$ cat config.mk
export PLATFORM = sky130hd
export DESIGN_NAME = compass_heading_atan2
export DESIGN_NICKNAME = d
export VERILOG_FILES = /design/src/rtl/chs_pkg.sv /design/src/rtl/chs_prep.sv /design/src/rtl/chs_cell.sv /design/src/rtl/chs_wrap.sv /design/src/rtl/compass_heading_atan2.sv
export SDC_FILE = /design/constraint.sdc
export NUM_CORES = 2
export LEC_CHECK = 0
export ABC_AREA = 1
export BUFFER_PORTS_ARGS = -buffer_cell sky130_fd_sc_hd__buf_2
export CAP_MARGIN = 30
export CORE_UTILIZATION = 50
export CTS_BUF_LIST = sky130_fd_sc_hd__clkbuf_4 sky130_fd_sc_hd__clkbuf_8 sky130_fd_sc_hd__clkbuf_16
export DETAILED_ROUTE_END_ITERATION = 16
export GPL_ROUTABILITY_DRIVEN = 1
export PLACE_DENSITY = 0.67
export RECOVER_POWER = 50
export SYNTH_ARGS = -nofsm -noshare
export SYNTH_HDL_FRONTEND = slang
export SYNTH_SLANG_ARGS = --single-unit
$ cat constraint.sdc
create_clock -name clk -period 6.45 [get_ports clk]
set_input_delay 0.3225 -clock clk [delete_from_list [all_inputs] [get_ports clk]]
set_output_delay 0.3225 -clock clk [all_outputs]
set_load 0.1 [all_outputs]
$ cat src/rtl/chs_pkg.sv
// ----------------------------------------------------------------------------
// chs_pkg: shared types and constants of the compass heading block
// Data widths, the CORDIC word passed along the cell chain, and the
// arctangent table in units of 1/65536 of a hundredth of a degree.
// ----------------------------------------------------------------------------
package chs_pkg;

  localparam int CORDIC_STAGES_DEF = 16;
  localparam int TAB_LEN           = 24;

  // Axis datapath: 17-bit magnitude scaled by 256, plus CORDIC growth.
  localparam int XY_W = 27;
  // Angle accumulator, 1/65536 centidegree.
  localparam int Z_W  = 32;
  // Rounded heading before the final wrap, centidegrees.
  localparam int Q_W  = 18;
  localparam int HEAD_W = 16;

  localparam int PRE_SHIFT = 8;
  localparam int ANG_SHIFT = 16;

  localparam logic signed [Z_W-1:0] HALF_TURN_Z = 32'sd1179648000;
  localparam logic signed [Q_W-1:0] FULL_TURN   = 18'sd36000;

  typedef struct packed {
    logic                   vld;
    logic                   zero;
    logic signed [XY_W-1:0] x;
    logic signed [XY_W-1:0] y;
    logic signed [Z_W-1:0]  z;
  } cordic_word_t;

  function automatic logic signed [Z_W-1:0] atan_lut(input int idx);
    logic signed [Z_W-1:0] v;
    case (idx)
      0:       v = 32'sd294912000;
      1:       v = 32'sd174096719;
      2:       v = 32'sd91987925;
      3:       v = 32'sd46694507;
      4:       v = 32'sd23437865;
      5:       v = 32'sd11730458;
      6:       v = 32'sd5866610;
      7:       v = 32'sd2933484;
      8:       v = 32'sd1466764;
      9:       v = 32'sd733385;
      10:      v = 32'sd366693;
      11:      v = 32'sd183346;
      12:      v = 32'sd91673;
      13:      v = 32'sd45837;
      14:      v = 32'sd22918;
      15:      v = 32'sd11459;
      16:      v = 32'sd5730;
      17:      v = 32'sd2865;
      18:      v = 32'sd1432;
      19:      v = 32'sd716;
      20:      v = 32'sd358;
      21:      v = 32'sd179;
      22:      v = 32'sd90;
      23:      v = 32'sd45;
      default: v = '0;
    endcase
    return v;
  endfunction

endpackage

$ cat src/rtl/chs_prep.sv
// ----------------------------------------------------------------------------
// chs_prep: input conditioning cell
// Folds the left half plane onto the right one, scales the axes by 256 and
// flags the all-zero vector.
// ----------------------------------------------------------------------------
module chs_prep (
  input  logic                       clk,
  input  logic                       rst,
  input  logic                       start,
  input  logic signed [15:0]         mag_x,
  input  logic signed [15:0]         mag_y,
  output chs_pkg::cordic_word_t      word_out
);
  import chs_pkg::*;

  logic                   neg;
  logic signed [XY_W-1:0] xe;
  logic signed [XY_W-1:0] ye;
  logic signed [XY_W-1:0] xf;
  logic signed [XY_W-1:0] yf;

  assign neg = mag_x[15];
  assign xe  = XY_W'(mag_x);
  assign ye  = XY_W'(mag_y);
  assign xf  = neg ? -xe : xe;
  assign yf  = neg ? -ye : ye;

  always_ff @(posedge clk) begin
    if (rst) begin
      word_out.vld <= 1'b0;
    end else begin
      word_out.vld <= start;
    end
    word_out.zero <= (mag_x == 16'sd0) && (mag_y == 16'sd0);
    word_out.x    <= xf <<< PRE_SHIFT;
    word_out.y    <= yf <<< PRE_SHIFT;
    word_out.z    <= neg ? HALF_TURN_Z : '0;
  end

endmodule

$ cat src/rtl/chs_cell.sv
// ----------------------------------------------------------------------------
// chs_cell: one CORDIC vectoring cell
// Rotates the vector toward the X axis by atan(2^-SHIFT) and updates the
// angle accumulator; shifts round toward minus infinity.
// ----------------------------------------------------------------------------
module chs_cell #(
  parameter int SHIFT = 0
) (
  input  logic                  clk,
  input  logic                  rst,
  input  chs_pkg::cordic_word_t word_in,
  output chs_pkg::cordic_word_t word_out
);
  import chs_pkg::*;

  localparam logic signed [Z_W-1:0] ANGLE = atan_lut(SHIFT);

  logic signed [XY_W-1:0] x;
  logic signed [XY_W-1:0] y;
  logic signed [XY_W-1:0] dx;
  logic signed [XY_W-1:0] dy;
  logic                   up;

  assign x  = word_in.x;
  assign y  = word_in.y;
  assign dx = y >>> SHIFT;
  assign dy = x >>> SHIFT;
  assign up = ~y[XY_W-1];

  always_ff @(posedge clk) begin
    if (rst) begin
      word_out.vld <= 1'b0;
    end else begin
      word_out.vld <= word_in.vld;
    end
    word_out.zero <= word_in.zero;
    word_out.x    <= up ? x + dx : x - dx;
    word_out.y    <= up ? y - dy : y + dy;
    word_out.z    <= up ? word_in.z + ANGLE : word_in.z - ANGLE;
  end

endmodule

$ cat src/rtl/chs_wrap.sv
// ----------------------------------------------------------------------------
// chs_wrap: declination, rounding and wrap into one turn
// First stage adds the declination and rounds to centidegrees; second stage
// reduces the result into 0 to 35999.
// ----------------------------------------------------------------------------
module chs_wrap (
  input  logic                  clk,
  input  logic                  rst,
  input  chs_pkg::cordic_word_t word_in,
  input  logic signed [15:0]    decl,
  output logic                  done,
  output logic [15:0]           heading
);
  import chs_pkg::*;

  localparam int T_W = Q_W + ANG_SHIFT;

  logic signed [T_W-1:0] total;
  logic signed [Z_W-1:0] z_eff;
  logic                  q_vld;
  logic signed [Q_W-1:0] q;
  logic signed [Q_W-1:0] q_up;
  logic signed [Q_W-1:0] q_up2;
  logic signed [Q_W-1:0] q_dn;
  logic signed [Q_W-1:0] r;

  assign z_eff = word_in.zero ? '0 : word_in.z;
  assign total = T_W'(z_eff) + (T_W'(decl) <<< ANG_SHIFT)
               + (T_W'(1) <<< (ANG_SHIFT - 1));

  always_ff @(posedge clk) begin
    if (rst) begin
      q_vld <= 1'b0;
    end else begin
      q_vld <= word_in.vld;
    end
    q <= total[T_W-1:ANG_SHIFT];
  end

  assign q_up  = q + FULL_TURN;
  assign q_up2 = q_up + FULL_TURN;
  assign q_dn  = q - FULL_TURN;

  always_comb begin
    if (q < 0) begin
      r = (q_up < 0) ? q_up2 : q_up;
    end else if (q >= FULL_TURN) begin
      r = q_dn;
    end else begin
      r = q;
    end
  end

  always_ff @(posedge clk) begin
    if (rst) begin
      done <= 1'b0;
    end else begin
      done <= q_vld;
    end
    heading <= r[HEAD_W-1:0];
  end

endmodule

$ cat src/rtl/compass_heading_atan2.sv
// ----------------------------------------------------------------------------
// compass_heading_atan2: magnetometer compass heading
// Pipelined CORDIC atan2 of one X/Y sample pair plus a programmable
// declination, giving the heading in hundredths of a degree.
// ----------------------------------------------------------------------------
// A sample word is taken at every clock edge where start is high; busy is
// always low, so a new pair may be offered in every cycle. The pair runs
// through one conditioning cell, CORDIC_STAGES rotation cells and two wrap
// stages, and its heading appears on heading_centideg from the second wrap
// stage, marked by a one-cycle done pulse. Words leave in the order they
// came in, one per cycle at most, and the receiver must take each word in
// the cycle it is shown since there is no way to hold it. The heading is
// atan2(mag_y, mag_x) plus the declination, rounded to the nearest
// hundredth of a degree and wrapped into 0 to 35999; an all-zero sample
// gives the declination alone. The declination is written through cfg_wen
// and cfg_wdata and should only change while no sample is in flight; it
// resets to zero.
// ----------------------------------------------------------------------------
module compass_heading_atan2 #(
  parameter int CORDIC_STAGES = chs_pkg::CORDIC_STAGES_DEF
) (
  input  logic               clk,
  input  logic               rst,
  input  logic               start,
  output logic               busy,
  input  logic signed [15:0] mag_x,
  input  logic signed [15:0] mag_y,
  input  logic               cfg_wen,
  input  logic signed [15:0] cfg_wdata,
  output logic               done,
  output logic [15:0]        heading_centideg
);
  import chs_pkg::*;

  localparam int LATENCY = CORDIC_STAGES + 3;

  // Declination register, centidegrees.
  logic signed [15:0] decl;

  // Word handed from cell to cell; entry 0 comes from the conditioning cell.
  cordic_word_t chain [CORDIC_STAGES+1];

  always_ff @(posedge clk) begin
    if (rst) begin
      decl <= '0;
    end else if (cfg_wen) begin
      decl <= cfg_wdata;
    end
  end

  // The pipeline takes a word every cycle, so it never pushes back.
  assign busy = 1'b0;

  chs_prep u_prep (
    .clk      (clk),
    .rst      (rst),
    .start    (start),
    .mag_x    (mag_x),
    .mag_y    (mag_y),
    .word_out (chain[0])
  );

  // One rotation cell per CORDIC iteration; cell g shifts by g bits.
  for (genvar g = 0; g < CORDIC_STAGES; g++) begin : g_cell
    chs_cell #(
      .SHIFT (g)
    ) u_cell (
      .clk      (clk),
      .rst      (rst),
      .word_in  (chain[g]),
      .word_out (chain[g+1])
    );
  end

  chs_wrap u_wrap (
    .clk     (clk),
    .rst     (rst),
    .word_in (chain[CORDIC_STAGES]),
    .decl    (decl),
    .done    (done),
    .heading (heading_centideg)
  );

`ifndef SYNTH
  // Every heading word stems from a sample taken a fixed latency earlier.
  a_done_origin: assert property (@(posedge clk) disable iff (rst)
    done |-> $past(start, LATENCY))
    else $error("heading word without a matching sample");

  // The wrap stage always lands inside one turn.
  a_heading_range: assert property (@(posedge clk) disable iff (rst)
    done |-> (heading_centideg < 16'd36000))
    else $error("heading outside 0 to 35999");

  // A zero vector with zero declination must read as north.
  a_zero_vector: assert property (@(posedge clk) disable iff (rst)
    (done && (decl == 16'sd0) &&
     $past(start && (mag_x == 16'sd0) && (mag_y == 16'sd0), LATENCY))
    |-> (heading_centideg == 16'd0))
    else $error("zero vector did not give zero heading");
`endif

endmodule

==> flow_summary_export.csv <==
group,metric,value,unit
run_status,run_status,"finished with violations",
run_status,violations,"capacitance limit, slew limit",
yosys,ys_ff_latch,1262,
placement,finalWeightedCongestion,0.997,
floorplan,chip_width,456,µm
worst_setup_path,critical_path_buf_inv_count,4,
cells_and_area,post-route-util,0.550,
yosys,post_synth_inst_count,14800,
floorplan,initial_core_util,0.504,
worst_setup_path,crit_path_end_kind,"flop",
clock_tree,tritoncts.num_buffers,151,
yosys,yosys_most_used_dff,"sky130_fd_sc_hd__dfxtp_1",
yosys,avgSynthCellArea,6.94,µm²
worst_setup_path,cp_top_family,"buffers and inverters",
placement,place.detailed.instances,17500,
yosys,yosys.cell_count.top_type,"sky130_fd_sc_hd__nand2_1",
clock_tree,max_clock_buf_depth,3,
worst_setup_path,critPathRequiredTime,7.08,ns
clock_tree,ctsRootBufferMaster,"sky130_fd_sc_hd__clkbuf_16",
worst_setup_path,cp-start-kind,"flop",
cells_and_area,layout_area_growth_over_synthesis,9.25,%
hold_path,min_path_type,"input port to flop",
timing,period_minus_slack,4.83,ns
timing,grt_setup_unrepaired,"no",
floorplan,floorplan.die.height,456,µm
worst_setup_path,critical-path-max-stage-delay,1.59,ns
routing,routed_wirelength,306000,µm
floorplan,floorplan.io_pins,70,
global_routing,grt_pass1_vias,93300,
routing,drt_drc_violations_left,0,
yosys,synth.top_cells.by_count,"2,992 x sky130_fd_sc_hd__nand2_1, 1,902 x sky130_fd_sc_hd__inv_1, 1,493 x sky130_fd_sc_hd__nor2_1, 1,316 x sky130_fd_sc_hd__a21oi_1, 1,262 x sky130_fd_sc_hd__dfxtp_1",
yosys,synth.yosys.seq_area_share,0.245,
global_routing,grt_start_max_net_pins,51,
yosys,synthArstFlopShare,0,
job,max_cap_violations,15,
clock_tree,number_of_resized_instances_in_the_post_cts_repair_step,0,
cells_and_area,layout.cells.non_filler,17900,
cells_and_area,post_route_cells_drive_above_1_share,0.0340,
clock_tree,clock_tree_from_tritoncts,"built",
yosys,synth_area_leaders,"sky130_fd_sc_hd__dfxtp_1 25%, sky130_fd_sc_hd__ha_1 15%, sky130_fd_sc_hd__nand2_1 11%",
routing,routed_length_per_placed_instance,17.1,µm
worst_setup_path,path_class,"flop to flop",
floorplan,cell_rows,166,
global_routing,grt_pass1_wl,487000,µm
cells_and_area,nNetsFinal,16400,
timing,worst_slew_pin_slew,2.61,ns
timing,setup_tns,0,ns
worst_setup_path,critPathSlowestCell,"sky130_fd_sc_hd__clkbuf_1",
routing,ant_nets,0,
timing,fmax,207,MHz
routing,first_pass_iters,6,
timing,slew_viol_final,573,
yosys,synth.cell_area,103000,µm²
routing,initialDrtViolationCount,6026,
global_routing,grt_remaining_overflow,0,
placement,place_hpwl,256000,µm
timing,hold_viol_final,0,
routing,route.vias.total,96500,
clock_tree,worstSkewPairLatency,0.81,ns
floorplan,floorplan.core_area,205000,µm²
worst_setup_path,timing.critical_path.fanout_max,38,
placement,number_of_buffers_added_on_ports,68,
clock_tree,htree_levels,4,
floorplan,dieArea,208000,µm²
worst_setup_path,arrival,5.46,ns
global_routing,antenna_found_initial,7,
yosys,cell_taking_the_most_area_after_synthesis,"sky130_fd_sc_hd__dfxtp_1",
yosys,yosys.cell_types.count,76,
clock_tree,cts.reportedPaths.clkPinSlew,0.06,ns
clock_tree,clock_sinks,1262,
worst_setup_path,timing.critical_path.cells,"clkbuf_1 -> inv_1 -> buf_4 -> nand2_1 -> xnor2_1 -> inv_1 -> ha_1 -> nand2_1 -> o21ai_0 -> a21boi_1 -> o21ai_2 -> a21oi_1 -> xnor2_1",
timing,final.setup_skew,0.0431,ns
routing,routed_via_density,5.40,
global_routing,grt_util_all_layers,0.287,
clock_tree,postCtsSetupBuffers,0,
yosys,synthesis.yosys.warnings,0,
yosys,synth.top_cell.area_share,0.245,
timing,relSlewSlack,-0.737,
timing,hold_slack,0.201,ns
timing,fin_crit_sh,0.748,
yosys,number_of_enable_type_register_cells_in_the_synthesized_netlist,0,
timing,setup_viol,0,
worst paths after layout:
kind | start | to | slack (ns) | cells after the start
max | g_cell[6].u_cell.word_out[58] | g_cell[7].u_cell.word_out[69] | 1.62 | 13
min | mag_y[0] | u_prep.word_out[40] | 0.20 | 2
max reg2reg | g_cell[6].u_cell.word_out[58] | g_cell[7].u_cell.word_out[69] | 1.62 | 13
min reg2reg | g_cell[14].u_cell.word_out[86] | g_cell[15].u_cell.word_out[86] | 0.32 | 0
area by class of cell:
| type | count | area (µm²) |
|---|---|---|
| Antenna cell | 7 | 17.5 |
| Clock buffer | 194 | 4330 |
| Clock inverter | 84 | 1110 |
| Fill cell | 20300 | 92000 |
| Inverter | 1931 | 7250 |
| Multi-Input combinational cell | 11500 | 69900 |
| Sequential cell | 1262 | 25300 |
| Tap cell | 2688 | 3360 |
| Timing Repair Buffer | 177 | 1310 |
cell usage in the layout, fill, tap and decap left out, drive strengths merged, types with 338 or more instances in the layout:
| cell | synthesis | final |
|---|---|---|
| nand2 | 3025 | 3025 |
| inv | 1927 | 1941 |
| nor2 | 1529 | 1529 |
| a21oi | 1321 | 1321 |
| dfxtp | 1262 | 1262 |
| ha | 1224 | 1224 |
| xor2 | 990 | 990 |
| o21ai | 832 | 832 |
| nand3 | 738 | 738 |
| xnor2 | 394 | 394 |
| nor3 | 338 | 338 |
state kept, by name, indices dropped and copies added, names as in the netlist:
register / count
g_cell.u_cell.word_out: 1169
u_prep.word_out: 41
u_wrap.q: 18
decl: 16
u_wrap.heading: 16
u_wrap.done: 1
u_wrap.q_vld: 1
layer usage:
layer / track usage / share of wire / vias to the layer above
met4: 0.134 / 0.049 / 0
met2: 0.518 / 0.49 / 2250
met1: 0.338 / 0.42 / 43900
met5: 0 / 0 / -
met3: 0.0302 / 0.040 / 655
li1: - / - / 49700
logic make-up (layout without fill, tap and decap cells):
family                   count (synthesis)  after routing  share of synthesized area
AND/OR/NAND/NOR                       5986           5986                      0.245
AO/OA/AOI/OAI                         2908           2908                      0.161
buffers and inverters                 2043           2386                     0.0751
XOR/XNOR                              1384           1384                      0.118
flip-flops                            1262           1262                      0.245
adder cells (fa/ha/maj)               1259           1259                      0.155
other                                    1             11                  0.0000364
worst reg2reg max path: cells and delay by family, from the launching register on:
| kind | cells | cell delay (ns) |
|---|---|---|
| compound gates | 4 | 0.96 |
| fa+ha+maj | 1 | 0.36 |
| flops | 1 | 0.33 |
| buf+inv | 4 | 2.12 |
| xor+xnor | 2 | 0.66 |
| simple gates | 2 | 0.25 |
stage by stage:
stage	worst slack (ns)	cell area (µm²)
2_1_floorplan	3.21	103000
3_3_place_gp	2.75	106000
3_5_place_dp	2.65	106000
4_1_cts	2.61	113000
5_1_grt	1.20	113000
6_report	1.62	113000
timing repair:
item                                    CTS  global route
endpoints found under the setup margin    0             0
hold endpoints to repair                 54             0
hold buffers                             86             0
Power is not shown: default switching activity piles up to over one toggle a cycle in this logic, so the estimate is an artifact.
